## src/rtl/ghp_pkg.sv

```systemverilog
package ghp_pkg;

	localparam int CAPACITY_DEF = 1024;
	localparam int GEN_BITS_DEF = 8;

	localparam int OP_W     = 2;
	localparam int STATUS_W = 2;
	localparam int HANDLE_W = 24;
	localparam int HIDX_W   = 16;
	localparam int HGEN_W   = 8;
	localparam int SLOT_W   = 10;

	localparam logic [OP_W-1:0] OP_CREATE  = 2'd0;
	localparam logic [OP_W-1:0] OP_DESTROY = 2'd1;
	localparam logic [OP_W-1:0] OP_CHECK   = 2'd2;

	localparam logic [STATUS_W-1:0] ST_OK      = 2'd0;
	localparam logic [STATUS_W-1:0] ST_FULL    = 2'd1;
	localparam logic [STATUS_W-1:0] ST_INVALID = 2'd2;

	typedef struct packed {
		logic [OP_W-1:0]     operation;
		logic [HANDLE_W-1:0] handle_id;
	} req_t;

	typedef struct packed {
		logic [STATUS_W-1:0] status;
		logic [HANDLE_W-1:0] handle_out;
		logic [SLOT_W-1:0]   slot;
		logic [SLOT_W-1:0]   live_count;
		logic                move_valid;
		logic [SLOT_W-1:0]   move_from;
		logic [SLOT_W-1:0]   move_to;
	} rsp_t;

	// one sequencer command per bit
	typedef struct packed {
		logic accept;
		logic look;
		logic val;
		logic move;
		logic fin;
		logic load;
	} cmd_t;

	typedef struct packed {
		logic [OP_W-1:0] op;
		logic            live;
	} sts_t;

endpackage

```

## src/rtl/ghp_ctrl.sv

```systemverilog
module ghp_ctrl (
	input  logic          clk,
	input  logic          arst_n,
	input  logic          req_valid,
	output logic          req_stall,
	output logic          rsp_valid,
	input  logic          rsp_stall,
	input  ghp_pkg::sts_t sts,
	output ghp_pkg::cmd_t cmd
);
	import ghp_pkg::*;

	localparam logic [2:0] S_IDLE = 3'd0;
	localparam logic [2:0] S_LOOK = 3'd1;
	localparam logic [2:0] S_VAL  = 3'd2;
	localparam logic [2:0] S_MOVE = 3'd3;
	localparam logic [2:0] S_DONE = 3'd4;

	logic [2:0] state_q;
	logic [2:0] state_d;
	logic       out_valid_q;

	always_comb begin
		cmd       = '0;
		state_d   = state_q;
		req_stall = (state_q != S_IDLE);
		case (state_q)
			S_IDLE: begin
				if (req_valid) begin
					cmd.accept = 1'b1;
					state_d    = S_LOOK;
				end
			end
			S_LOOK: begin
				cmd.look = 1'b1;
				if (sts.op inside {OP_DESTROY, OP_CHECK}) begin
					state_d = S_VAL;
				end else begin
					cmd.fin = 1'b1;
					state_d = S_DONE;
				end
			end
			S_VAL: begin
				cmd.val = 1'b1;
				if (sts.op == OP_DESTROY && sts.live) begin
					state_d = S_MOVE;
				end else begin
					cmd.fin = 1'b1;
					state_d = S_DONE;
				end
			end
			S_MOVE: begin
				cmd.move = 1'b1;
				cmd.fin  = 1'b1;
				state_d  = S_DONE;
			end
			S_DONE: begin
				// output register frees up as the old item leaves
				if (!out_valid_q || !rsp_stall) begin
					cmd.load = 1'b1;
					state_d  = S_IDLE;
				end
			end
			default: begin
				state_d = S_IDLE;
			end
		endcase
	end

	always_ff @(posedge clk or negedge arst_n) begin
		if (!arst_n) begin
			state_q     <= S_IDLE;
			out_valid_q <= 1'b0;
		end else begin
			state_q <= state_d;
			if (cmd.load) begin
				out_valid_q <= 1'b1;
			end else if (!rsp_stall) begin
				out_valid_q <= 1'b0;
			end
		end
	end

	assign rsp_valid = out_valid_q;

endmodule

```

## config.mk

```make
export PLATFORM = sky130hd
export DESIGN_NAME = ghp_ctrl
export DESIGN_NICKNAME = d
export VERILOG_FILES = /design/src/rtl/ghp_pkg.sv /design/src/rtl/ghp_ctrl.sv
export SDC_FILE = /design/constraint.sdc
export NUM_CORES = 1
export LEC_CHECK = 0
export BUFFER_PORTS_ARGS = -buffer_cell sky130_fd_sc_hd__buf_2
export CORE_AREA = 3 3 40 42
export DETAILED_ROUTE_END_ITERATION = 10
export DIE_AREA = 0 0 43 45
export GPL_TIMING_DRIVEN = 0
export PLACE_DENSITY = 0.41
export SYNTH_ARGS = -nofsm -noshare
export SYNTH_HDL_FRONTEND = slang
export SYNTH_SLANG_ARGS = --single-unit
```

## constraint.sdc

```tcl
create_clock -name clk -period 3.85 [get_ports clk]
set_input_delay 1.155 -clock clk [delete_from_list [all_inputs] [get_ports clk]]
set_output_delay 1.155 -clock clk [all_outputs]
set_load 0.1 [all_outputs]
```

==> results of run 1 <==
[synthesized netlist by cell type (2+ instances only)]
cell,number
a21oi_1,3
nor3b_1,3
nand2_1,5
nor2_1,3
inv_1,2
buf_2,2
dfrtp_1,4
[registers in the layout (all words and copies together) (netlist names)]
signal,cells
rsp_valid,1
state_q,3
[cell families (layout without fill, tap and decap cells)]
group,count (synthesis),after routing,synth area share (%)
compound gates,6,6,12.6
simple gates,16,16,34.9
fa+ha+maj,1,1,4.65
flops,4,4,37.2
buf+inv,5,22,10.7
[cells in the final DEF (no fill, tap or decap)]
| master | count |
|---|---|
| buf_2 | 16 |
| nand2_1 | 5 |
| dfrtp_1 | 4 |
| a21oi_1 | 3 |
| clkbuf_4 | 3 |
| inv_1 | 2 |
| nor3b_1 | 2 |
| nor2_2 | 2 |
| nor2_1 | 2 |
| buf_6 | 1 |
| and3b_2 | 1 |
| nor3b_2 | 1 |
| o21a_1 | 1 |
| or3_4 | 1 |
| nand4b_1 | 1 |
| nand3_1 | 1 |
| o21ai_0 | 1 |
| o22ai_1 | 1 |
| ha_1 | 1 |
[stage by stage]
step | worst slack (ns) | cell area [um^2]
6_report | 0.430 | 388
3_5_place_dp | 0.423 | 365
5_1_grt | 0.338 | 388
3_3_place_gp | 0.422 | 365
4_1_cts | 0.420 | 388
2_1_floorplan | -0.0212 | 277
[metal layers]
metal,global-route usage (%),up-vias,routed length [um]
met4,10.8,0,28
met1,8.52,106,295
li1,-,141,-
met5,0,-,0
met3,3.59,3,50
met2,9.88,13,263
[worst register-to-register path, cell delays in order (launching register included)]
cell and delay, ns:
dfrtp_1 0.35, buf_2 0.17, o21a_1 0.11, a21oi_1 0.21, o22ai_1 0.11
[final cells by class]
class | instances | area, um^2
buffer | 3 | 21.3
clock buffer | 3 | 22.5
fill | 139 | 897
inverter | 2 | 7.51
multi-input combinational | 23 | 148
sequential | 4 | 100
tap | 15 | 18.8
timing repair buffer | 14 | 70.1
[path summary, 6_finish.rpt]
kind	from	to	depth (start not counted)
setup / recovery	sts[1]	cmd[1]	6
hold / removal	rsp_valid	rsp_valid	2
setup reg to reg	state_q[0]	state_q[2]	4
hold reg to reg	rsp_valid	rsp_valid	2
max in group asynchronous	arst_n	state_q[2]	1
min in group asynchronous	arst_n	state_q[1]	1
==> qor.txt, run 1 <==
Die area - 1940 um^2
Chip Width - 43 um
Fin Clk Skew - 0.00251 ns
Non-filler cells, final - 64
Syn nets - 40
Fin. Hold Viols - 0
EDFF count, synth - 0
Worst Path Max Fanout - 2
Post-synth top area cell - dfrtp_1
Iteration-0 DRC Markers - 0
Synth unique cells - 17
Layout cells sized above 1 - 51.0%
Fin crit share - 88.8%
Post-cts resize count - 0
CP Data Required Time - 2.69 ns
Die height - 45 um
Final HPWL DP - 468 um
Via count - 263
Worst-margin pin slew - 0.488 ns
Most used cell, CP - buf_2
Antenna Cells - 0
Final Core Density - 30.2%
I/O Pins - 15
Vias per cell - 4.11
Worst EP arrival - 2.27 ns
Peak Freq - 0.292 GHz
# setup viols final - 0
Max-slew headroom - 67.7%
First-pass GRT wire length - 1010 um
Num rows - 13
CTS sink count - 4
Leading post-synthesis cells by cell area - dfrtp_1 37%, nor3b_1 8.4%, nand2_1 7.0%
Flop-to-flop setup slack - 2.78 ns
Placed Cells - 61
Clock transition at the registers of the reported paths - 0.04 ns
Initial antenna violation count - 0
Post-CTS Hold Buffers - 0
Layout Nets - 59
Htree depth - 1
Crit. End Element - output pin
Top-area cell type share of the netlist area - 37.2%
Fraction of registers with async set or reset after synthesis - 100%
TritonRoute pass-1 iters - 1
Synthesis Warnings - 0
Min cycle time layout - 3.42 ns
Max stage delay on crit path - 0.30 ns
CTS tree - built
Critical path type - in2out
Synthesized flop and latch total - 4
Crit path cell chain - buf_2, ha_1, o21a_1, a21oi_1, nor2_2, buf_2
Maximum buffer depth of the clock tree - 2
GR Util All Layers - 7.94%
Area delta synth->final - 44.2%
Crit path max-delay cell type - ha_1
Final ANT Viol Nets - 0
Worst hold margin - 0.512 ns
Clk_lat worst skew - 0.24 ns
Number of setup buffers added after CTS - 0
Outcome - finished, final reports clean
Startpoint Class - primary input
Port-buffer cells - 14
Cells after Synth - 32
Mapped Area - 269 um^2
Setup TNS - 0 ns
Root Driver - clkbuf_4
Post-DR wirelength/cell - 9.97 um
Seq/Total Area, Yosys - 37.2%
Detailed Route WL - 638 um
RSZ-0062 raised after global routing - false
Vias in the first global route - 240
Gr ovfl total - 0
Mean Syn Cell Area - 8.41 um^2
Crit path buf inv count - 2
Top FF cell, synth - dfrtp_1
Initial Util - 20.9%
CORE AREA - 1280 um^2
Critical path's top delay family - buffers and inverters
Slew Limit Fails - 0
HP Class - reg2reg
Total CTS buffers - 3
Largest net degree at the start of global routing - 11
Residual DRC count - 0
Final RePlAce weighted congestion - 0.637
Max Cap Violations - 0
Power of run 1 is left out: the tool's default activity adds up to more than one toggle a clock period on the data nets, which glitch-free logic cannot reach.
==> run 2, diff against run 1 <==
PLACE_DENSITY = default   (was 0.41)
==> run 2 against run 1 <==
Compared with the run above: count of clock-buffer cells in the layout did not move; flip-flop and latch count did not move; critical path depth unchanged; via count rose by 0.38%; worst hold slack barely moved; critical endpoint unchanged; highest routed layer is now met3.
==> qor.txt, run 2 (same netlist as run 1, synthesis figures left out) <==
Hold Path Cell Cnt - 2
Most common cell after layout, fill and taps aside - buf_2
Min cycle time layout - 3.40 ns
Outcome - finished, final reports clean
R2r endpoint - state_q[2]
Largest net degree at the start of global routing - 11
Vias in the first global route - 248
Top reg by flops - state_q
Commonest non-fill, non-tap cells in the layout - 16 x buf_2, 5 x nand2_1, 4 x dfrtp_1, 3 x a21oi_1, 3 x clkbuf_4
Fill cells - 146
Crit path cell chain - buf_2, ha_1, o21a_1, a21oi_1, nor2_2, buf_2
Hold Startpoint - rsp_valid
Port-buffer cells - 14
Worst Hold End - rsp_valid
Residual DRC count - 0
Final Core Density - 30.2%
Via count - 264
Met1 Track Usage GR - 7.09%
Worst EP arrival - 2.24 ns
Gr ovfl total - 0
Final HPWL DP - 448 um
Num rows - 13
R2R cell count - 4
Fin Clk Skew - 0.00478 ns
Detailed Route WL - 565 um
Layout cells sized above 1 - 51.0%
Chip Width - 43 um
Worst Path Max Fanout - 2
Post-cts resize count - 0
Fin crit share - 88.2%
Storage cell area - 100 um^2
GR Util met2 - 9.58%
# setup viols final - 0
Most used cell, CP - buf_2
Area of the multi-input gates - 148 um^2
Final RePlAce weighted congestion - 0.735
CORE AREA - 1280 um^2
Worst R2R Start - state_q[0]
TritonRoute pass-1 iters - 3
Worst-margin pin slew - 0.486 ns
Clk_lat worst skew - 0.24 ns
Layout Nets - 59
Global routing's busiest layer - met2
Flop-to-flop setup slack - 2.82 ns
Iteration-0 DRC Markers - 3
CTS tree - built
Met3 Use GR - 4.78%
Startpoint Class - primary input
Number of setup buffers added after CTS - 0
Root Driver - clkbuf_4
Maximum buffer depth of the clock tree - 2
Vias per cell - 4.13
Final ANT Viol Nets - 0
I/O Pins - 15
Antenna Cells - 0
Setup TNS - 0 ns
Area delta synth->final - 44.2%
Initial antenna violation count - 0
Slew Limit Fails - 0
Crit. End Element - output pin
Max reg flops - 3
Critical path type - in2out
Initial Util - 20.9%
Post-DR wirelength/cell - 8.83 um
HP Class - reg2reg
Fin. Hold Viols - 0
Post-CTS Hold Buffers - 0
Die height - 45 um
Htree depth - 1
Max-slew headroom - 67.8%
Max Cap Violations - 0
First-pass GRT wire length - 910 um
CP Data Required Time - 2.69 ns
CTS sink count - 4
Clock transition at the registers of the reported paths - 0.03 ns
RSZ-0062 raised after global routing - false
Total CTS buffers - 3
Die area - 1940 um^2
GR Util All Layers - 6.61%
Max stage delay on crit path - 0.30 ns
Crit path max-delay cell type - ha_1
Peak Freq - 0.294 GHz
[run 2: cell counts in the layout (fill, tap and decap cells not counted)]
Identical to the previous run, type by type.
[run 2: layer usage]
metal / vias up / wire length [um]
met4: 0 / 0
li1: 143 / -
met1: 109 / 255
met5: - / 0
met3: 0 / 65
met2: 12 / 244
[run 2: stage by stage]
step / setup slack [ns] / instances / instance area, um^2 / hold slack [ns]
2_1_floorplan: -0.0212 / 32 / 277 / 0.519
3_3_place_gp: 0.445 / 61 / 365 / 0.500
3_5_place_dp: 0.445 / 61 / 365 / 0.509
4_1_cts: 0.440 / 64 / 388 / 0.516
5_1_grt: 0.384 / 64 / 388 / 0.573
6_report: 0.453 / 64 / 388 / 0.512
[run 2: critical path: cells and delay by family]
kind	cells	cell delay, ns
buf+inv	2	0.39
compound gates	2	0.36
fa+ha+maj	1	0.30
simple gates	1	0.05
[run 2: worst max path at each step]
stage	start	to	slack, ns
2_1_floorplan	state_q[1]	cmd[4]	-0.02
3_3_place_gp	sts[1]	cmd[1]	0.44
3_5_place_dp	sts[1]	cmd[1]	0.45
4_1_cts	sts[1]	cmd[1]	0.44
5_1_grt	sts[1]	cmd[1]	0.38
6_report	sts[1]	cmd[1]	0.45
[run 2: area by class of cell]
| class | count | area share [%] |
|---|---|---|
| sequential | 4 | 25.8 |
| clock buffer | 3 | 5.81 |
| tap | 15 | 4.84 |
| timing repair buffer | 14 | 18.1 |
| inverter | 2 | 1.94 |
| multi-input combinational | 23 | 38.1 |
| buffer | 3 | 5.48 |
Power of run 2 is left out for the same reason.
